--- src/sv/lfpd_pkg.sv ---
`timescale 1ns / 1ps
// lfpd_pkg: widths, reset values, controller codes and helpers for the
// line follower PD drive. No dependencies.
package lfpd_pkg;

    localparam int NUM_SENSE  = 7;
    localparam int SENSE_W    = 12;
    localparam int GAIN_W     = 8;
    localparam int SPEED_W    = 9;
    localparam int ERR_W      = 4;
    localparam int DELTA_W    = ERR_W + 1;
    localparam int PROD_W     = 15;
    localparam int MAG_W      = 13;
    localparam int WIDE_W     = MAG_W + 1;
    localparam int CFG_IDX_W  = 3;
    localparam int CFG_DATA_W = 12;
    localparam int DIV_STEPS  = MAG_W;
    localparam int CNT_W      = $clog2(DIV_STEPS);

    localparam logic [SPEED_W-1:0] SPEED_MAX = SPEED_W'(500);

    // register indexes
    localparam logic [CFG_IDX_W-1:0] REG_KP       = 3'd0;
    localparam logic [CFG_IDX_W-1:0] REG_KI       = 3'd1;
    localparam logic [CFG_IDX_W-1:0] REG_KD       = 3'd2;
    localparam logic [CFG_IDX_W-1:0] REG_BASE     = 3'd3;
    localparam logic [CFG_IDX_W-1:0] REG_ON_THR   = 3'd4;
    localparam logic [CFG_IDX_W-1:0] REG_OFF_THR  = 3'd5;

    localparam logic [GAIN_W-1:0]  KP_RESET      = 8'd10;
    localparam logic [GAIN_W-1:0]  KI_RESET      = 8'd2;
    localparam logic [GAIN_W-1:0]  KD_RESET      = 8'd5;
    localparam logic [SPEED_W-1:0] BASE_RESET    = 9'd150;
    localparam logic [SENSE_W-1:0] ON_THR_RESET  = 12'd200;
    localparam logic [SENSE_W-1:0] OFF_THR_RESET = 12'd100;

    // controller state codes
    localparam int ST_W = 3;
    localparam logic [ST_W-1:0] ST_IDLE = 3'd0;
    localparam logic [ST_W-1:0] ST_SUM  = 3'd2;
    localparam logic [ST_W-1:0] ST_DIV  = 3'd3;
    localparam logic [ST_W-1:0] ST_DONE = 3'd4;

    typedef struct packed {
        logic load;
        logic mul;
        logic sum;
        logic div_step;
        logic finish;
    } lfpd_cmd_t;

    typedef struct packed {
        logic out_free;
    } lfpd_stat_t;

    function automatic logic [SPEED_W-1:0] clamp_speed(input logic [WIDE_W-1:0] v);
        logic [SPEED_W-1:0] r;
        if (v > WIDE_W'(SPEED_MAX))
            r = SPEED_MAX;
        else
            r = v[SPEED_W-1:0];
        return r;
    endfunction

endpackage

--- src/sv/lfpd_scan_if.sv ---
`timescale 1ns / 1ps
// lfpd_scan_if: input channel, one sensor scan per beat
// depends on lfpd_pkg
interface lfpd_scan_if;
    import lfpd_pkg::*;

    logic               valid;
    logic               ready;
    logic [SENSE_W-1:0] sense_1;
    logic [SENSE_W-1:0] sense_2;
    logic [SENSE_W-1:0] sense_3;
    logic [SENSE_W-1:0] sense_4;
    logic [SENSE_W-1:0] sense_5;
    logic [SENSE_W-1:0] sense_6;
    logic [SENSE_W-1:0] sense_7;
    logic               run_enable;

    modport source (
        output valid, sense_1, sense_2, sense_3, sense_4, sense_5, sense_6, sense_7,
               run_enable,
        input  ready
    );
    modport sink (
        input  valid, sense_1, sense_2, sense_3, sense_4, sense_5, sense_6, sense_7,
               run_enable,
        output ready
    );
endinterface

--- src/sv/lfpd_drive_if.sv ---
`timescale 1ns / 1ps
// lfpd_drive_if: output channel, wheel speeds and line status per beat
// depends on lfpd_pkg
interface lfpd_drive_if;
    import lfpd_pkg::*;

    logic                    valid;
    logic                    ready;
    logic [SPEED_W-1:0]      left_speed;
    logic [SPEED_W-1:0]      right_speed;
    logic                    apply_drive;
    logic signed [ERR_W-1:0] position_error;
    logic                    line_lost;

    modport source (
        output valid, left_speed, right_speed, apply_drive, position_error, line_lost,
        input  ready
    );
    modport sink (
        input  valid, left_speed, right_speed, apply_drive, position_error, line_lost,
        output ready
    );
endinterface

--- src/sv/lfpd_ctrl.sv ---
`timescale 1ns / 1ps
// lfpd_ctrl: sequencing state machine for the PD drive datapath
// depends on lfpd_pkg
module lfpd_ctrl (
    input  logic                clk,
    input  logic                rst_n,
    input  logic                in_valid,
    output logic                in_ready,
    input  lfpd_pkg::lfpd_stat_t stat,
    output lfpd_pkg::lfpd_cmd_t  cmd
);
    import lfpd_pkg::*;

    logic [ST_W-1:0]  state_reg;
    logic [ST_W-1:0]  state_next;
    logic [CNT_W-1:0] cnt_reg;
    logic [CNT_W-1:0] cnt_next;

    assign in_ready = (state_reg == ST_IDLE);

    always_comb
    begin
        state_next   = state_reg;
        cnt_next     = cnt_reg;
        cmd          = '0;
        unique case (state_reg)
            ST_IDLE:
            begin
                // products are formed straight from the incoming scan
                if (in_valid)
                begin
                    cmd.load   = 1'b1;
                    cmd.mul    = 1'b1;
                    state_next = ST_SUM;
                end
            end
            ST_SUM:
            begin
                cmd.sum    = 1'b1;
                cnt_next   = '0;
                state_next = ST_DIV;
            end
            ST_DIV:
            begin
                cmd.div_step = 1'b1;
                cnt_next     = cnt_reg + 1'b1;
                if (cnt_reg == CNT_W'(DIV_STEPS - 1))
                    state_next = ST_DONE;
            end
            ST_DONE:
            begin
                // wait for the output register to free up
                if (stat.out_free)
                begin
                    cmd.finish = 1'b1;
                    state_next = ST_IDLE;
                end
            end
            default:
            begin
                state_next = ST_IDLE;
            end
        endcase
    end

    always_ff @(posedge clk or negedge rst_n)
    begin
        if (!rst_n)
        begin
            state_reg <= ST_IDLE;
            cnt_reg   <= '0;
        end
        else
        begin
            state_reg <= state_next;
            cnt_reg   <= cnt_next;
        end
    end

endmodule

--- src/sv/lfpd_dp.sv ---
`timescale 1ns / 1ps
// lfpd_dp: config registers, error finder, PD products, serial divider
// and output register. depends on lfpd_pkg
module lfpd_dp (
    input  logic                          clk,
    input  logic                          rst_n,
    input  logic                          cfg_we,
    input  logic [lfpd_pkg::CFG_IDX_W-1:0]  cfg_index,
    input  logic [lfpd_pkg::CFG_DATA_W-1:0] cfg_data,
    input  logic [lfpd_pkg::SENSE_W-1:0]    sense [lfpd_pkg::NUM_SENSE],
    input  logic                          run_enable,
    input  lfpd_pkg::lfpd_cmd_t            cmd,
    output lfpd_pkg::lfpd_stat_t           stat,
    output logic                          out_valid,
    input  logic                          out_ready,
    output logic [lfpd_pkg::SPEED_W-1:0]    left_speed,
    output logic [lfpd_pkg::SPEED_W-1:0]    right_speed,
    output logic                          apply_drive,
    output logic signed [lfpd_pkg::ERR_W-1:0] position_error,
    output logic                          line_lost
);
    import lfpd_pkg::*;

    logic [GAIN_W-1:0]  kp_reg, ki_reg, kd_reg;
    logic [SPEED_W-1:0] base_reg;
    logic [SENSE_W-1:0] on_thr_reg, off_thr_reg;

    logic signed [ERR_W-1:0]   prev_error_reg;
    logic                      lost_flag_reg;
    logic signed [ERR_W-1:0]   err_reg;
    logic                      run_reg;
    logic signed [PROD_W-1:0]  prod_p_reg, prod_d_reg;
    logic [MAG_W-1:0]          mag_reg, quo_reg;
    logic [GAIN_W-1:0]         rem_reg;
    logic                      out_valid_reg;
    logic [SPEED_W-1:0]        left_reg, right_reg;
    logic                      apply_reg, lost_out_reg;
    logic signed [ERR_W-1:0]   err_out_reg;

    // scan decode
    logic signed [ERR_W-1:0]   err_new;
    logic signed [DELTA_W-1:0] delta_new;
    logic                      found;
    logic                      all_low;
    logic                      lost_next;

    always_comb
    begin
        err_new = prev_error_reg;
        found   = 1'b0;
        all_low = 1'b1;
        for (int k = 0; k < NUM_SENSE; k++)
        begin
            if (!found && sense[k] >= on_thr_reg)
            begin
                err_new = ERR_W'(2 * k - 6);
                found   = 1'b1;
            end
            if (sense[k] >= off_thr_reg)
                all_low = 1'b0;
        end
        priority if (all_low)
            lost_next = 1'b1;
        else if (found)
            lost_next = 1'b0;
        else
            lost_next = lost_flag_reg;
    end

    assign delta_new = DELTA_W'(err_new) - DELTA_W'(prev_error_reg);

    // drive term magnitude
    logic signed [PROD_W-1:0] pd_sum;
    logic [MAG_W-1:0]         mag_new;

    assign pd_sum  = prod_p_reg + prod_d_reg;
    assign mag_new = pd_sum[PROD_W-1] ? MAG_W'(-pd_sum) : pd_sum[MAG_W-1:0];

    // one restoring divide step per cycle
    logic [GAIN_W:0]   trial;
    logic              q_bit;
    logic [GAIN_W-1:0] rem_new;

    assign trial   = {rem_reg, quo_reg[MAG_W-1]};
    assign q_bit   = (trial >= {1'b0, ki_reg});
    assign rem_new = q_bit ? GAIN_W'(trial - {1'b0, ki_reg}) : trial[GAIN_W-1:0];

    // wheel speeds
    logic [WIDE_W-1:0]  base_w, outer_w, inner_w;
    logic [SPEED_W-1:0] base_c, outer_c, inner_c;

    always_comb
    begin
        base_w  = WIDE_W'(base_reg);
        outer_w = base_w + WIDE_W'(mag_reg);
        if (lost_flag_reg || ki_reg == '0 || WIDE_W'(quo_reg) > base_w)
            inner_w = '0;
        else
            inner_w = base_w - WIDE_W'(quo_reg);
        base_c  = clamp_speed(base_w);
        outer_c = clamp_speed(outer_w);
        inner_c = clamp_speed(inner_w);
    end

    assign stat.out_free = !out_valid_reg || out_ready;

    always_ff @(posedge clk or negedge rst_n)
    begin
        if (!rst_n)
        begin
            kp_reg         <= KP_RESET;
            ki_reg         <= KI_RESET;
            kd_reg         <= KD_RESET;
            base_reg       <= BASE_RESET;
            on_thr_reg     <= ON_THR_RESET;
            off_thr_reg    <= OFF_THR_RESET;
            prev_error_reg <= '0;
            lost_flag_reg  <= 1'b0;
            out_valid_reg  <= 1'b0;
        end
        else
        begin
            if (cfg_we)
            begin
                unique case (cfg_index)
                    REG_KP:      kp_reg      <= cfg_data[GAIN_W-1:0];
                    REG_KI:      ki_reg      <= cfg_data[GAIN_W-1:0];
                    REG_KD:      kd_reg      <= cfg_data[GAIN_W-1:0];
                    REG_BASE:    base_reg    <= cfg_data[SPEED_W-1:0];
                    REG_ON_THR:  on_thr_reg  <= cfg_data[SENSE_W-1:0];
                    REG_OFF_THR: off_thr_reg <= cfg_data[SENSE_W-1:0];
                    default:     ;
                endcase
            end
            if (cmd.load)
            begin
                prev_error_reg <= err_new;
                lost_flag_reg  <= lost_next;
            end
            if (cmd.finish)
                out_valid_reg <= 1'b1;
            else if (out_ready)
                out_valid_reg <= 1'b0;
        end
    end

    always_ff @(posedge clk)
    begin
        if (cmd.load)
        begin
            err_reg <= err_new;
            run_reg <= run_enable;
        end
        if (cmd.mul)
        begin
            prod_p_reg <= PROD_W'($signed({1'b0, kp_reg})) * PROD_W'(err_new);
            prod_d_reg <= PROD_W'($signed({1'b0, kd_reg})) * PROD_W'(delta_new);
        end
        if (cmd.sum)
        begin
            mag_reg <= mag_new;
            quo_reg <= mag_new;
            rem_reg <= '0;
        end
        if (cmd.div_step)
        begin
            quo_reg <= {quo_reg[MAG_W-2:0], q_bit};
            rem_reg <= rem_new;
        end
        if (cmd.finish)
        begin
            apply_reg    <= run_reg;
            err_out_reg  <= err_reg;
            lost_out_reg <= lost_flag_reg;
            if (err_reg < 0)
            begin
                left_reg  <= outer_c;
                right_reg <= inner_c;
            end
            else if (err_reg > 0)
            begin
                left_reg  <= inner_c;
                right_reg <= outer_c;
            end
            else
            begin
                left_reg  <= base_c;
                right_reg <= base_c;
            end
        end
    end

    assign out_valid      = out_valid_reg;
    assign left_speed     = left_reg;
    assign right_speed    = right_reg;
    assign apply_drive    = apply_reg;
    assign position_error = err_out_reg;
    assign line_lost      = lost_out_reg;

endmodule

--- src/sv/line_follower_pd_drive.sv ---
`timescale 1ns / 1ps
// line_follower_pd_drive: PD line follower, seven sensors to two wheel speeds
// an accepted scan goes through the load with the PD products, the sum, 13 divide
// steps by ki in a restoring divider, and the output load, which waits for the
// output register to free up; one scan is in the bit-serial divider at a time, and a new scan
// is taken while the previous result still waits in the output register
// reset: gains, base speed and thresholds take their defaults, previous error 0,
// line in view, no result pending
module line_follower_pd_drive (
    input  logic                            clk,
    input  logic                            rst_n,
    input  logic                            cfg_we,
    input  logic [lfpd_pkg::CFG_IDX_W-1:0]  cfg_index,
    input  logic [lfpd_pkg::CFG_DATA_W-1:0] cfg_data,
    lfpd_scan_if.sink                       scan,
    lfpd_drive_if.source                    drive
);
    import lfpd_pkg::*;

    lfpd_cmd_t          cmd;
    lfpd_stat_t         stat;
    logic [SENSE_W-1:0] sense [NUM_SENSE];

    assign sense[0] = scan.sense_1;
    assign sense[1] = scan.sense_2;
    assign sense[2] = scan.sense_3;
    assign sense[3] = scan.sense_4;
    assign sense[4] = scan.sense_5;
    assign sense[5] = scan.sense_6;
    assign sense[6] = scan.sense_7;

    lfpd_ctrl u_ctrl (
        .clk      (clk),
        .rst_n    (rst_n),
        .in_valid (scan.valid),
        .in_ready (scan.ready),
        .stat     (stat),
        .cmd      (cmd)
    );

    lfpd_dp u_dp (
        .clk            (clk),
        .rst_n          (rst_n),
        .cfg_we         (cfg_we),
        .cfg_index      (cfg_index),
        .cfg_data       (cfg_data),
        .sense          (sense),
        .run_enable     (scan.run_enable),
        .cmd            (cmd),
        .stat           (stat),
        .out_valid      (drive.valid),
        .out_ready      (drive.ready),
        .left_speed     (drive.left_speed),
        .right_speed    (drive.right_speed),
        .apply_drive    (drive.apply_drive),
        .position_error (drive.position_error),
        .line_lost      (drive.line_lost)
    );

    // one scan in flight at a time
    a_one_in_flight: assert property (@(posedge clk) disable iff (!rst_n)
        scan.valid && scan.ready |=> !scan.ready)
        else $error("scan taken while another is in flight");

    a_speed_range: assert property (@(posedge clk) disable iff (!rst_n)
        drive.valid |-> drive.left_speed <= SPEED_MAX && drive.right_speed <= SPEED_MAX)
        else $error("wheel speed above limit");

    // with the line lost and a nonzero error the inner wheel stops
    a_lost_inner_stop: assert property (@(posedge clk) disable iff (!rst_n)
        drive.valid && drive.line_lost && drive.position_error != '0
        |-> drive.left_speed == '0 || drive.right_speed == '0)
        else $error("inner wheel running with line lost");

    a_centre_equal: assert property (@(posedge clk) disable iff (!rst_n)
        drive.valid && drive.position_error == '0 |-> drive.left_speed == drive.right_speed)
        else $error("unequal speeds at zero error");

endmodule

--- src/flat_wrapper.sv ---
// flat-port wrapper written by rule: the top's interface ports become plain ports
module line_follower_pd_drive_flat import lfpd_pkg::*;
  (clk, rst_n, cfg_we, cfg_index, cfg_data, scan_valid, scan_sense_1, scan_sense_2, scan_sense_3, scan_sense_4, scan_sense_5, scan_sense_6, scan_sense_7, scan_run_enable, scan_ready, drive_valid, drive_left_speed, drive_right_speed, drive_apply_drive, drive_position_error, drive_line_lost, drive_ready);
  lfpd_scan_if scan_i ();
  lfpd_drive_if drive_i ();
  input  logic clk;
  input  logic rst_n;
  input  logic cfg_we;
  input  logic [lfpd_pkg::CFG_IDX_W-1:0] cfg_index;
  input  logic [lfpd_pkg::CFG_DATA_W-1:0] cfg_data;
  input wire logic [$bits(scan_i.valid)-1:0] scan_valid;
  input wire logic [$bits(scan_i.sense_1)-1:0] scan_sense_1;
  input wire logic [$bits(scan_i.sense_2)-1:0] scan_sense_2;
  input wire logic [$bits(scan_i.sense_3)-1:0] scan_sense_3;
  input wire logic [$bits(scan_i.sense_4)-1:0] scan_sense_4;
  input wire logic [$bits(scan_i.sense_5)-1:0] scan_sense_5;
  input wire logic [$bits(scan_i.sense_6)-1:0] scan_sense_6;
  input wire logic [$bits(scan_i.sense_7)-1:0] scan_sense_7;
  input wire logic [$bits(scan_i.run_enable)-1:0] scan_run_enable;
  output wire logic [$bits(scan_i.ready)-1:0] scan_ready;
  output wire logic [$bits(drive_i.valid)-1:0] drive_valid;
  output wire logic [$bits(drive_i.left_speed)-1:0] drive_left_speed;
  output wire logic [$bits(drive_i.right_speed)-1:0] drive_right_speed;
  output wire logic [$bits(drive_i.apply_drive)-1:0] drive_apply_drive;
  output wire logic [$bits(drive_i.position_error)-1:0] drive_position_error;
  output wire logic [$bits(drive_i.line_lost)-1:0] drive_line_lost;
  input wire logic [$bits(drive_i.ready)-1:0] drive_ready;
  assign scan_i.valid = scan_valid;
  assign scan_i.sense_1 = scan_sense_1;
  assign scan_i.sense_2 = scan_sense_2;
  assign scan_i.sense_3 = scan_sense_3;
  assign scan_i.sense_4 = scan_sense_4;
  assign scan_i.sense_5 = scan_sense_5;
  assign scan_i.sense_6 = scan_sense_6;
  assign scan_i.sense_7 = scan_sense_7;
  assign scan_i.run_enable = scan_run_enable;
  assign scan_ready = scan_i.ready;
  assign drive_valid = drive_i.valid;
  assign drive_left_speed = drive_i.left_speed;
  assign drive_right_speed = drive_i.right_speed;
  assign drive_apply_drive = drive_i.apply_drive;
  assign drive_position_error = drive_i.position_error;
  assign drive_line_lost = drive_i.line_lost;
  assign drive_i.ready = drive_ready;
  line_follower_pd_drive u_core (.clk(clk), .rst_n(rst_n), .cfg_we(cfg_we), .cfg_index(cfg_index), .cfg_data(cfg_data), .scan(scan_i), .drive(drive_i));
endmodule
--- config.mk ---
export PLATFORM = sky130hd
export DESIGN_NAME = line_follower_pd_drive_flat
export DESIGN_NICKNAME = d
export VERILOG_FILES = /design/src/sv/lfpd_pkg.sv /design/src/sv/lfpd_scan_if.sv /design/src/sv/lfpd_drive_if.sv /design/src/sv/lfpd_ctrl.sv /design/src/sv/lfpd_dp.sv /design/src/sv/line_follower_pd_drive.sv /design/src/flat_wrapper.sv
export SDC_FILE = /design/constraint.sdc
export NUM_CORES = 1
export LEC_CHECK = 0
export BUFFER_PORTS_ARGS = -buffer_cell sky130_fd_sc_hd__buf_2
export CORE_ASPECT_RATIO = 1.4
export CORE_MARGIN = 4
export CORE_UTILIZATION = 41
export CTS_CLUSTER_SIZE = 28
export DETAILED_ROUTE_END_ITERATION = 10
export GPL_ROUTABILITY_DRIVEN = 0
export GPL_TIMING_DRIVEN = 0
export MAX_ROUTING_LAYER = met4
export PLACE_DENSITY = 0.57
export SLEW_MARGIN = 25
export SYNTH_ARGS = -nofsm -noshare
export SYNTH_HDL_FRONTEND = slang
export SYNTH_SLANG_ARGS = --single-unit
--- constraint.sdc ---
create_clock -name clk -period 10.1 [get_ports clk]
set_clock_uncertainty 0.05 [all_clocks]
set_input_delay 2.02 -clock clk [delete_from_list [all_inputs] [get_ports clk]]
set_output_delay 2.02 -clock clk [all_outputs]
set_load 0.05 [all_outputs]
* Word-level counts from Yosys, hierarchy flattened
Cells that the tools add are included.
Storage, ports and cells: output and inout bits 26, bits of input ports 105, flip-flop bits (word level) 163, logic and storage cells 146
Cells by class: $add $sub $neg 7, reduce and logical (&&, ||, !) cells 31, multipliers 2, mux-type cells 50, eq/ne operators 12, $lt $le $gt $ge 21
Operators with widths (number):
- 12-bit greater-or-equal comparator | 14
- 9-bit two-way mux | 7
- 13-bit two-way mux | 3
- 14-bit by 9-bit > comparator with 1-bit output, second input constant | 2
- 4-bit two-way mux | 7
- 8-bit two-way mux | 3
- 1-bit two-way mux | 22
- 15-bit adder | 1
- 9-bit by 13-bit adder with 14-bit output | 1
- 9-bit by 5-bit multiplier with 14-bit output | 1
- 14-bit two-way mux | 1
- 2-bit AND reduction | 7
- 9-bit by 13-bit subtractor with 14-bit output | 1
- 13-bit by 9-bit > comparator with 1-bit output | 1
- 9-bit by 4-bit multiplier with 13-bit output | 1
- 13-bit negator | 1
- 3-bit by 2-bit == test with 1-bit output, second input constant | 4
- 3-bit one-hot mux with 4 select lines | 1
- 3-bit == test, second input constant | 3
- 9-bit by 8-bit greater-or-equal comparator with 1-bit output | 1
- 9-bit > comparator, second input constant | 1
- 3-bit two-way mux | 3
- 8-bit zero test | 1
- 4-bit one-hot mux with 2 select lines | 1
- other kinds (16) | 35

* Longest topological paths before layout
Gate-level depths: netlist of the first run.
word-level depth 22, mapped depth 33, mapped depth without buffers 32

* Hierarchy
A second synthesis of the first run with hierarchy kept.
Second synthesis, totals: cell total of the unflattened synthesis 1427, area, all modules 14502.7 um^2
By module, submodules not included:
- lfpd_dp | seq. area each 4297.9 um^2, area an instance 14102.3 um^2, cells each 1382, instances 1
- lfpd_ctrl | seq. area each 175.2 um^2, area an instance 400.4 um^2, cells each 45, instances 1

* Least setup slack after synthesis of the first run
No wires, ideal clock.
path type input port to flip-flop, start in scan_sense_1[0], end reg u_core.u_dp.prod_d_reg[12] (data pin), arrival time 8.323 ns, setup time 0.258 ns, required time 9.792 ns, setup slack 1.469 ns, buffers on the path 0, stages 28, path through inv_1 ha_1 nand2b_1 a21o_1 a211oi_1 o31a_1 o21ai_0 nor3_1 a21boi_1 inv_1 ha_1 inv_1 a2111oi_0 a21oi_1 or2_2 fa_1 fa_1 fa_1 inv_1 ha_1 a21o_1 a21oi_1 o21ai_0 a21oi_1 o21ai_0 a21o_1 a21oi_1 xnor2_1
Between the ends: longest elaborated chain between the ends 22, elaborated cells between the ends (all ways) 28, classes of those cells 1 x add/sub; 1 x mul; 1 x order compare; 13 x mux; 12 x reduce/logical
Ends and longest elaborated chain:
- start: declaration | RTL line flat_wrapper.sv:12 | input wire logic [$bits(scan_i.sense_1)-1:0] scan_sense_1;
- 12-bit greater-or-equal comparator (*) | RTL line lfpd_dp.sv:54 | if (!found && sense[k] >= on_thr_reg)
- 1-bit two-way mux | RTL line lfpd_dp.sv:54
- 1-bit zero test | RTL line lfpd_dp.sv:54
- 1-bit logical AND | RTL line lfpd_dp.sv:54
- 1-bit two-way mux | RTL line lfpd_dp.sv:54
- 1-bit zero test | RTL line lfpd_dp.sv:54
- 1-bit logical AND | RTL line lfpd_dp.sv:54
- 1-bit two-way mux | RTL line lfpd_dp.sv:54
- (+7 left out)
- 1-bit logical AND | RTL line lfpd_dp.sv:54
- 1-bit two-way mux | RTL line lfpd_dp.sv:54
- 1-bit zero test | RTL line lfpd_dp.sv:54
- 1-bit logical AND | RTL line lfpd_dp.sv:54
- 4-bit two-way mux (*) | RTL line lfpd_dp.sv:54
- via u_core.u_dp.err_new[3] | RTL line lfpd_dp.sv:41 | logic signed [ERR_W-1:0] err_new;
- 4-bit by 4-bit subtractor with 5-bit output (*) | RTL line lfpd_dp.sv:70 | assign delta_new = DELTA_W'(err_new) - DELTA_W'(prev_error_reg);
- 9-bit by 5-bit multiplier with 14-bit output (*) | RTL line lfpd_dp.sv:157 | prod_d_reg <= PROD_W'($signed({1'b0, kd_reg})) * PROD_W'(delta_new);
- end signal: assignment | RTL line lfpd_dp.sv:157
- end: declaration | RTL line lfpd_dp.sv:32 | logic signed [PROD_W-1:0] prod_p_reg, prod_d_reg;
The timed path passes the listed nets; every way through them passes the cells marked *. A chain may end at the register's enable or synchronous reset.

* Worst setup path in the final report of the first run
Ends and elaborated chain as after synthesis.

==> out/results.txt, run 1 <==
Num ports - 131
Vias - 11260
Worst-Margin Slew - 0.8985 ns
Gr usage total - 20.41%
Final Cycle Share - 92.33%
Number of buffers created by CTS - 17
Async set or reset register ratio after synthesis - 43.75%
Max FFs per register - 14
CP max stage cell - fa_1
Critical Path Start Type - input pin
Cell row count - 80
Hold Startpoint - u_core.u_dp.run_reg$_DFFE_PP_
Post-synth top area share - 23.30%
R2r endpoint - u_core.u_dp.prod_d_reg[12]$_DFFE_PP_
DRT iter0 DRCs - 465
CP peak stage delay - 0.60 ns
Non-Filler Instances - 2072
Clk sinks - 160
Yosys warnings - 0
Clk buf depth - 2
Maximum clock rate - 107.2 MHz
Final WL - 37280 um
WS Path Type - in2reg
Max-cap violations - 0
Worst path most repeated cell - inv_1
Register area share after synthesis - 31.08%
Distinct cell type count of the synthesized netlist - 72
Vias in the first global route - 11810
CP Capture Type - flip-flop
Setup repair bufs after CTS - 0
Slew headroom - 39.64%
DPL Wire Length - 31210 um
Die span in x - 166.4 um
Final setup margin - 0.7747 ns
Worst Hold Class - reg2reg
Fin. Hold Viols - 0
DP Cell Count - 2032
Final setup fails - 0
PwrDens - 330.4 nW/um2
Area delta synth->final - 13.04%
Synth top area cells - ha_1, edfxtp_1, dfrtp_1, fa_1, mux2_2
Routed Antenna Nets - 0
Pre-Repair DR Iteration Count - 5
CTS HTree Levels - 4
Post-synth EDFFs - 90
Initial antenna violation count - 8
Min cycle time layout - 9.325 ns
Worst-path fanout max - 10
Via density per instance - 5.432
Routed len/inst - 17.99 um
Fraction of final layout cells with drive strength greater than 1 - 15.93%
Cell area after synthesis - 14390 um2
R2r setup slk - 1.92 ns
Data arrival time of the critical path - 9.47 ns
Worst Hold End - u_core.u_dp.apply_drive$_DFFE_PP_
Die area - 38210 um2
GRT overflow - 0
Reg-to-Reg Start - u_core.u_dp.on_thr_reg[0]$_DFFE_PN0P_
FF-to-FF path depth - 27
Input/output buffers - 129
Core Area - 34330 um2
Largest net degree at the start of global routing - 55
FF+latch count, synth - 160
RSZ-0062 raised after global routing - false
IR drop worst, VDD - 0.0001779 V
DRC violations left - 0
Fill count - 3256
Clock latency at the later pin of the worst-skew pair - 0.45 ns
Cells after Synth - 1451
CTS tree - yes
Clk pin slew, worst setup/hold paths - 0.06 ns
Final Net Count - 2010
Place WS - -0.2232 ns
Primary FF master, synth - edfxtp_1
# hold bufs at CTS - 0
Area leader, netlist - ha_1
Outcome - complete, no violations
First-pass GRT wire length - 60430 um
Hold Path Cell Cnt - 0
Die H - 229.7 um
Design Power - 5.376 mW
Final Slew Violations - 0
Syn nets - 1861
Root buf cell - clkbuf_16
Synth Area per Inst - 9.920 um2
CP required - 10.25 ns
Leak - 7.528 nW
Initial Utilization - 41.92%
[worst max-delay path by stage]
stage                               start                                    to  slack [ns]  cells past startpoint
after global placement    scan_sense_1[0]  u_core.u_dp.prod_d_reg[12]$_DFFE_PP_       -0.16                     29
final                     scan_sense_1[0]  u_core.u_dp.prod_d_reg[12]$_DFFE_PP_        0.77                     29
after floorplan           scan_sense_1[0]  u_core.u_dp.prod_d_reg[12]$_DFFE_PP_        1.47                     28
after CTS                 scan_sense_1[0]  u_core.u_dp.prod_d_reg[12]$_DFFE_PP_        0.24                     29
after global routing      scan_sense_4[0]  u_core.u_dp.prod_d_reg[13]$_DFFE_PP_         0.1                     25
after detailed placement  scan_sense_1[0]  u_core.u_dp.prod_d_reg[12]$_DFFE_PP_       -0.22                     29
[metal layers]
layer / part of all wire (%) / GRT usage (%) / vias to the layer above
met5: 0 / - / -
met1: 39 / 21.44 / 5366
li1: - / - / 5589
met2: 53 / 37.75 / 234
met4: 3.9 / 8.570 / 0
met3: 3.8 / 3.436 / 66
[report_power, final]
| group | internal [mW] | total (mW) | switching [mW] |
|---|---|---|---|
| registers | 1.09 | 1.22 | 0.128 |
| clock network | 0.358 | 0.635 | 0.276 |
| logic | 1.49 | 3.52 | 2.03 |
[final cells by class]
type                       instances  area [um2]  share of cell area, %
sequential                       160        4473                  27.49
multi-input combinational       1119        9310                  57.22
clock inverter                     9       68.82                 0.4229
clock buffer                      23       509.2                  3.130
tap                              451       564.3                  3.468
timing repair buffer             130       675.6                  4.153
buffer                            21       82.58                 0.5075
antenna                            8       20.02                 0.1230
inverter                         151       566.8                  3.484
[cell usage in the layout, fill, tap and decap left out, types with 6 or more instances in the layout]
| cell type | n |
|---|---|
| a211oi_1 | 19 |
| a21boi_0 | 6 |
| a21o_1 | 38 |
| a21oi_1 | 75 |
| a31oi_1 | 8 |
| and2_1 | 32 |
| and3_1 | 12 |
| buf_2 | 131 |
| clkbuf_1 | 16 |
| clkbuf_16 | 18 |
| dfrtp_1 | 55 |
| dfstp_2 | 15 |
| diode_2 | 8 |
| edfxtp_1 | 90 |
| fa_1 | 37 |
| ha_1 | 268 |
| inv_1 | 149 |
| mux2_2 | 54 |
| mux2i_1 | 8 |
| nand2_1 | 102 |
| nand2b_1 | 21 |
| nand3_1 | 27 |
| nand4_1 | 22 |
| nor2_1 | 71 |
| nor2b_1 | 26 |
| nor3_1 | 13 |
| nor4_1 | 10 |
| o211ai_1 | 7 |
| o21a_1 | 17 |
| o21ai_0 | 78 |
| o21bai_1 | 6 |
| o31ai_1 | 13 |
| or2_2 | 10 |
| xnor2_1 | 35 |
| xor2_1 | 18 |
[cell families (layout without fill, tap and decap cells)]
group | Yosys count | count (layout) | synth area share (%)
xor+xnor | 53 | 53 | 3.225
other cells | 0 | 8 | 0
simple gates | 374 | 374 | 13.20
compound gates | 325 | 325 | 14.77
mux | 62 | 62 | 4.781
buf+inv | 172 | 334 | 4.511
fa+ha+maj | 305 | 305 | 28.44
flops | 160 | 160 | 31.08
[worst max-delay path, delay by kind of cell]
family                   cells  cell delay (ns)
XOR/XNOR                     1             0.08
AO/OA/AOI/OAI               14             3.42
adder cells (fa/ha/maj)      6             2.52
AND/OR/NAND/NOR              3             0.98
buffers and inverters        5             0.43
[metrics by stage]
stage | hold WS (ns) | instance area [um2] | util [%] | setup TNS [ns]
detailed placement | 0.3556 | 15660 | 45.60 | -0.4442
global placement | 0.3526 | 15600 | 45.45 | -0.2737
finish | 0.3686 | 16270 | 47.39 | 0
floorplan | 0.3503 | 14390 | - | 0
global route | 0.3848 | 16270 | 47.39 | 0
CTS | 0.3710 | 16230 | 47.29 | 0
[what timing repair did]
action | in CTS | in global routing
endpoints found under the hold margin | 0 | 0
resized for setup | 0 | 3
setup endpoints to repair | 0 | 4
[synth_stat cells (all sizes together) (10+ instances only)]
cell    number
or2         10
nor4        10
nand2b      21
xor2        18
nand3       27
and3        13
nand4       22
nor2b       26
edfxtp      90
and2        32
nand2      102
inv        151
o21ai       79
mux2        54
dfrtp       55
ha         268
fa          37
nor3        13
a21oi       76
a21o        38
dfstp       15
nor2        72
a211oi      20
xnor2       35
clkbuf      15
o31ai       13
o21a        17
No activity file was read; power rests on OpenSTA's default activity.
==> run 2: changes to the inputs <==
--- a/config.mk
+++ b/config.mk
@@ -15,6 +15,7 @@
 export GPL_TIMING_DRIVEN = 0
 export MAX_ROUTING_LAYER = met4
 export PLACE_DENSITY = 0.57
+export REMOVE_ABC_BUFFERS = 1
 export SLEW_MARGIN = 25
 export SYNTH_ARGS = -nofsm -noshare
 export SYNTH_HDL_FRONTEND = slang
==> constraint.sdc (replaced) <==
create_clock -name clk -period 10.1 [get_ports clk]
set_clock_uncertainty 0.05 [all_clocks]
set_input_delay 2.02 -clock clk [delete_from_list [all_inputs] [get_ports clk]]
set_output_delay 2.02 -clock clk [all_outputs]
set_load 0.005 [all_outputs]
==> run 2 against run 1 <==
  * First-iteration DRC count shrank 24%
  * Combinational power shrank 1%
  * Global-route usage shrank 0.41 points
  * Setup slack lost 0.15 ns
  * Non-clock buffer count shrank 19
  * Critical path type unchanged
  * Largest cell class unchanged
==> out/results.txt, run 2 (same netlist as run 1, synthesis figures left out) <==
Final setup fails - 0 (unchanged)
First-pass GRT wire length - 59710 um (-1.2%)
Most frequent cells in the layout - ha_1, inv_1, buf_2, nand2_1, edfxtp_1
Min cycle time layout - 9.479 ns (+0.1538 ns)
Via density per instance - 5.446 (+0.25%)
Design Power - 5.368 mW (-0.15%)
Worst-Margin Slew - 0.9206 ns (+0.02212 ns)
Gr usage total - 20.00% (-0.41 points)
Die H - 229.7 um (unchanged)
Cell row count - 80 (unchanged)
Place WS - -0.1935 ns (+0.02968 ns)
Post-route cell area - 16230 um2 (-0.25%)
Max-cap violations - 0 (unchanged)
Multi-input gate area - 9306 um2 (about the same)
Largest net degree at the start of global routing - 55 (unchanged)
DRC violations left - 0 (unchanged)
Setup repair bufs after CTS - 0 (unchanged)
Routed len/inst - 17.71 um (-1.6%)
GRT overflow - 0 (unchanged)
Routed Antenna Nets - 0 (unchanged)
WS Path Type - in2reg
CTS tree - yes
DP Cell Count - 2013 (-0.94%)
Number of buffers created by CTS - 17 (unchanged)
Die span in x - 166.4 um (unchanged)
R2r endpoint - u_core.u_dp.prod_d_reg[12]$_DFFE_PP_
Clk sinks - 160 (unchanged)
# hold bufs at CTS - 0 (unchanged)
Critical Path Start Type - input pin
CTS HTree Levels - 4 (unchanged)
Final Slew Violations - 0 (unchanged)
Data arrival time of the critical path - 9.62 ns (+0.15 ns)
Vias in the first global route - 11710 (-0.92%)
Area delta synth->final - 12.75%
RSZ-0062 raised after global routing - false
CP endpoint - u_core.u_dp.prod_d_reg[12]$_DFFE_PP_
Pre-Repair DR Iteration Count - 5 (unchanged)
CP required - 10.24 ns (about the same)
Worst Hold Class - reg2reg
Non-Filler Instances - 2053 (-0.92%)
Min Hold Slack - 0.3712 ns (+0.002628 ns)
Initial antenna violation count - 8 (unchanged)
Placed Area - 15590 um2 (-0.44%)
Vias - 11180 (-0.67%)
Resize count post-CTS - 0 (unchanged)
Fraction of final layout cells with drive strength greater than 1 - 15.93% (about the same)
Input/output buffers - 130 (+0.78%)
CP Capture Type - flip-flop
Crit path from - scan_sense_4[0]
Initial Utilization - 41.92% (unchanged)
Reg-to-Reg Start - u_core.u_dp.on_thr_reg[0]$_DFFE_PN0P_
Outcome - complete, no violations
Clock latency at the later pin of the worst-skew pair - 0.45 ns (about the same)
Commonest non-fill, non-tap cell in the layout - ha_1
Fin. Hold Viols - 0 (unchanged)
TNS Setup - 0 ns (unchanged)
Core Area - 34330 um2 (unchanged)
Leak - 7.513 nW (-0.20%)
Clk pin slew, worst setup/hold paths - 0.06 ns (about the same)
Die area - 38210 um2 (unchanged)
Final Cycle Share - 93.85% (+1.5 points)
DPL Wire Length - 30470 um (-2.4%)
Final Net Count - 1991 (-0.95%)
FF-to-FF path depth - 25 (-7.4%)
Num ports - 131 (unchanged)
R2r setup slk - 1.78 ns (-0.14 ns)
Slew headroom - 38.63% (-1.0 points)
Final WL - 36350 um (-2.5%)
IR drop worst, VDD - 0.0001858 V (+4.5%)
Maximum clock rate - 105.5 MHz (-1.6%)
Worst-path fanout max - 10 (unchanged)
Final setup margin - 0.6209 ns (-0.1538 ns)
PwrDens - 330.8 nW/um2 (+0.10%)
Fill count - 3285 (+0.89%)
DRT iter0 DRCs - 353 (-24%)
Max FFs per register - 14 (unchanged)
Seq. cell area - 4473 um2 (unchanged)
Final core occ - 47.27% (-0.12 points)
Clk buf depth - 2 (unchanged)
Root buf cell - clkbuf_16
## run 2: cell types whose count changed in the layout (fill, tap and decap cells not counted), sizes merged
cell	before	now
clkbuf	38	27
buf	136	132
inv	156	153
clkinv	4	2
bufinv	0	1
## run 2: worst min path at each step
stage                                  start                                end  slack (ns)  cells past startpoint
2_1_floorplan  u_core.u_dp.run_reg$_DFFE_PP_  u_core.u_dp.apply_drive$_DFFE_PP_        0.35                      0
3_3_place_gp   u_core.u_dp.run_reg$_DFFE_PP_  u_core.u_dp.apply_drive$_DFFE_PP_        0.36                      0
3_5_place_dp   u_core.u_dp.run_reg$_DFFE_PP_  u_core.u_dp.apply_drive$_DFFE_PP_        0.36                      0
4_1_cts        u_core.u_dp.run_reg$_DFFE_PP_  u_core.u_dp.apply_drive$_DFFE_PP_        0.38                      0
5_1_grt        u_core.u_dp.run_reg$_DFFE_PP_  u_core.u_dp.apply_drive$_DFFE_PP_        0.39                      0
6_report       u_core.u_dp.run_reg$_DFFE_PP_  u_core.u_dp.apply_drive$_DFFE_PP_        0.37                      0
## run 2: layer usage
layer / GRT usage, % / routed length [um]
met5: - / 0
met4: 7.828 / 1261
met3: 4.124 / 1707
met2: 37.10 / 19350
met1: 20.68 / 14040
## run 2: worst max-delay path, cell delays in order
cell	delay, ns
buf_2	0.08
inv_1	0.05
ha_1	0.28
nand2b_1	0.14
a21o_1	0.18
a211oi_1	0.27
nor3_1	0.18
a211oi_1	0.63
a311oi_1	0.22
nor2_1	0.67
ha_1	0.40
a2111oi_0	0.45
a21oi_1	0.29
or2_2	0.39
fa_1	0.51
fa_1	0.52
fa_1	0.61
inv_1	0.06
ha_1	0.29
a21o_1	0.18
a21oi_1	0.22
o21ai_0	0.10
a21oi_1	0.23
o21ai_0	0.18
a21o_1	0.21
a21oi_1	0.16
xnor2_1	0.08
## run 2: where the power goes
group | switching (mW) | internal [mW]
combinational | 2.00 | 1.48
clock | 0.269 | 0.398
sequential | 0.129 | 1.09
total | 2.40 | 2.97
## run 2: cell type report
cell class,instances,area share [%]
multi-input cells,1119,57.34
flip-flops and latches,160,27.56
repair buffers,132,4.240
inverters,151,3.492
well taps,451,3.477
clock buffers,27,3.361
clock inverters,5,0.4009
diodes,8,0.1234
==> run 3: changes to the inputs <==
==> constraint.sdc (replaced) <==
create_clock -name clk -period 12.17 [get_ports clk]
set_clock_uncertainty 0.05 [all_clocks]
set_input_delay 2.434 -clock clk [delete_from_list [all_inputs] [get_ports clk]]
set_output_delay 2.434 -clock clk [all_outputs]
set_load 0.005 [all_outputs]
==> run 3 against run 2 <==
  * Non-clock buffer count unchanged
  * Total power decreased by 17%
  * Cell count unchanged
  * Sequential share of layout area about the same
  * Routed wire length about the same
  * Via count about the same
  * Hold slack unchanged
  * Clock-buffer cell count unchanged
  * Sequential power decreased by 17%
  * Register-to-register slack improved by 1.8 ns
  * Critical path type unchanged
==> out/results.txt, run 3 (same netlist as run 1, synthesis figures left out) <==
Die area - 38210 um2 (unchanged)
Clock latency at the later pin of the worst-skew pair - 0.45 ns (about the same)
CP max stage cell - a21boi_1
Data arrival time of the critical path - 10.31 ns (+0.69 ns)
Vias - 11180 (+0.018%)
TNS Setup - 0 ns (unchanged)
Routed Antenna Nets - 0 (unchanged)
Critical Path Start Type - input pin
Final Slew Violations - 0 (unchanged)
Input/output buffers - 130 (unchanged)
Cell row count - 80 (unchanged)
Routed len/inst - 17.71 um (about the same)
Min Hold Slack - 0.3712 ns (unchanged)
GRT overflow - 0 (unchanged)
IR drop worst, VDD - 0.0001542 V (-17%)
Vias in the first global route - 11710 (unchanged)
Num ports - 131 (unchanged)
Worst-Margin Slew - 0.9206 ns (+0.00000005960 ns)
DRC violations left - 0 (unchanged)
Most used routing layer - met2
Die span in x - 166.4 um (unchanged)
Area delta synth->final - 12.73% (about the same)
DPL Wire Length - 30470 um (unchanged)
PwrDens - 274.5 nW/um2 (-17%)
CP Capture Type - flip-flop
Final Cycle Share - 83.52%
Root buf cell - clkbuf_16
Number of buffers created by CTS - 17 (unchanged)
CTS tree - yes
Fraction of final layout cells with drive strength greater than 1 - 15.87% (-0.063 points)
Met1 usage - 20.68% (unchanged)
Clk pin slew, worst setup/hold paths - 0.06 ns (about the same)
Commonest non-fill, non-tap cell in the layout - ha_1
Pre-Repair DR Iteration Count - 5 (unchanged)
Final Net Count - 1991 (unchanged)
Via density per instance - 5.447 (about the same)
Die H - 229.7 um (unchanged)
Slew headroom - 38.63% (unchanged)
CTS HTree Levels - 4 (unchanged)
Max-cap violations - 0 (unchanged)
Largest net degree at the start of global routing - 55 (unchanged)
Gr usage total - 20.00% (unchanged)
Initial Utilization - 41.92% (unchanged)
Initial antenna violation count - 8 (unchanged)
DRT iter0 DRCs - 353 (unchanged)
Final WL - 36370 um (about the same)
Final setup fails - 0 (unchanged)
Worst Hold Class - reg2reg
Max FFs per register - 14 (unchanged)
Maximum clock rate - 98.38 MHz
Resize count post-CTS - 0 (unchanged)
CP peak stage delay - 0.76 ns (+0.09 ns)
# hold bufs at CTS - 0 (unchanged)
Met3 global-route usage - 4.124% (unchanged)
CP required - 12.31 ns (+2.07 ns)
RSZ-0062 raised after global routing - false
Worst-path fanout max - 10 (unchanged)
Clk sinks - 160 (unchanged)
First-pass GRT wire length - 59710 um (unchanged)
Leak - 7.512 nW (about the same)
Most frequent cells in the layout - ha_1, inv_1, buf_2, nand2_1, edfxtp_1
Outcome - complete, no violations
Met2 usage in global routing - 37.10% (unchanged)
Clk buf depth - 2 (unchanged)
Setup repair bufs after CTS - 0 (unchanged)
Min cycle time layout - 10.16 ns
WS Path Type - in2reg
Fin. Hold Viols - 0 (unchanged)
Core Area - 34330 um2 (unchanged)
run 3: cell count changes in the layout (fill, tap and decap cells not counted):
cell      before  now
a21boi_1       0    1
a21boi_2       1    0
run 3: layout make-up:
type / count / area (um2)
diodes: 8 / 20.02
clock buffers: 27 / 545.5
clock inverters: 5 / 65.06
fillers: 3287 / 18110
inverters: 151 / 566.8
multi-input cells: 1119 / 9303
flip-flops and latches: 160 / 4473
well taps: 451 / 564.3
repair buffers: 132 / 688.2
run 3: worst max-delay path, delay by kind of cell:
family,cells,cell delay (ns)
compound gates,14,3.66
xor+xnor,1,0.08
simple gates,3,0.97
fa+ha+maj,6,2.61
buf+inv,5,0.55
run 3: report_power, final:
part           switching (mW)  internal [mW]  leakage (nW)
sequential              0.107          0.903          1.68
combinational            1.66           1.23          5.53
clock                   0.223          0.330         0.299
run 3: metal layers:
metal,wire [um],share of wire (%)
met5,0,0
met3,1707,4.7
met1,14050,39
met4,1261,3.5
met2,19340,53
run 3: stage by stage:
step	setup WS (ns)	utilization [%]	cell area, um2	std cells	total power [mW]
floorplan	3.125	-	14310	1430	3.213
global placement	1.567	45.22	15530	2011	3.865
detailed placement	1.462	45.40	15590	2013	3.941
CTS	1.902	47.18	16200	2045	4.520
global route	1.324	47.26	16230	2053	4.942
finish	2.005	47.26	16230	2053	4.454
run 3: worst paths after layout:
path                                                  startpoint                                      to  slack (ns)  depth (start not counted)
max                                              scan_sense_1[0]    u_core.u_dp.prod_d_reg[12]$_DFFE_PP_        2.01                         29
min                                u_core.u_dp.run_reg$_DFFE_PP_       u_core.u_dp.apply_drive$_DFFE_PP_        0.37                          0
max reg2reg                u_core.u_dp.on_thr_reg[2]$_DFFE_PN0P_    u_core.u_dp.prod_d_reg[12]$_DFFE_PP_        3.55                         28
min reg2reg                        u_core.u_dp.run_reg$_DFFE_PP_       u_core.u_dp.apply_drive$_DFFE_PP_        0.37                          0
max in group asynchronous                                  rst_n       u_core.u_dp.kd_reg[0]$_DFFE_PN1P_        9.64                          2
min in group asynchronous                                  rst_n  u_core.u_dp.on_thr_reg[10]$_DFFE_PN0P_        1.81                          1
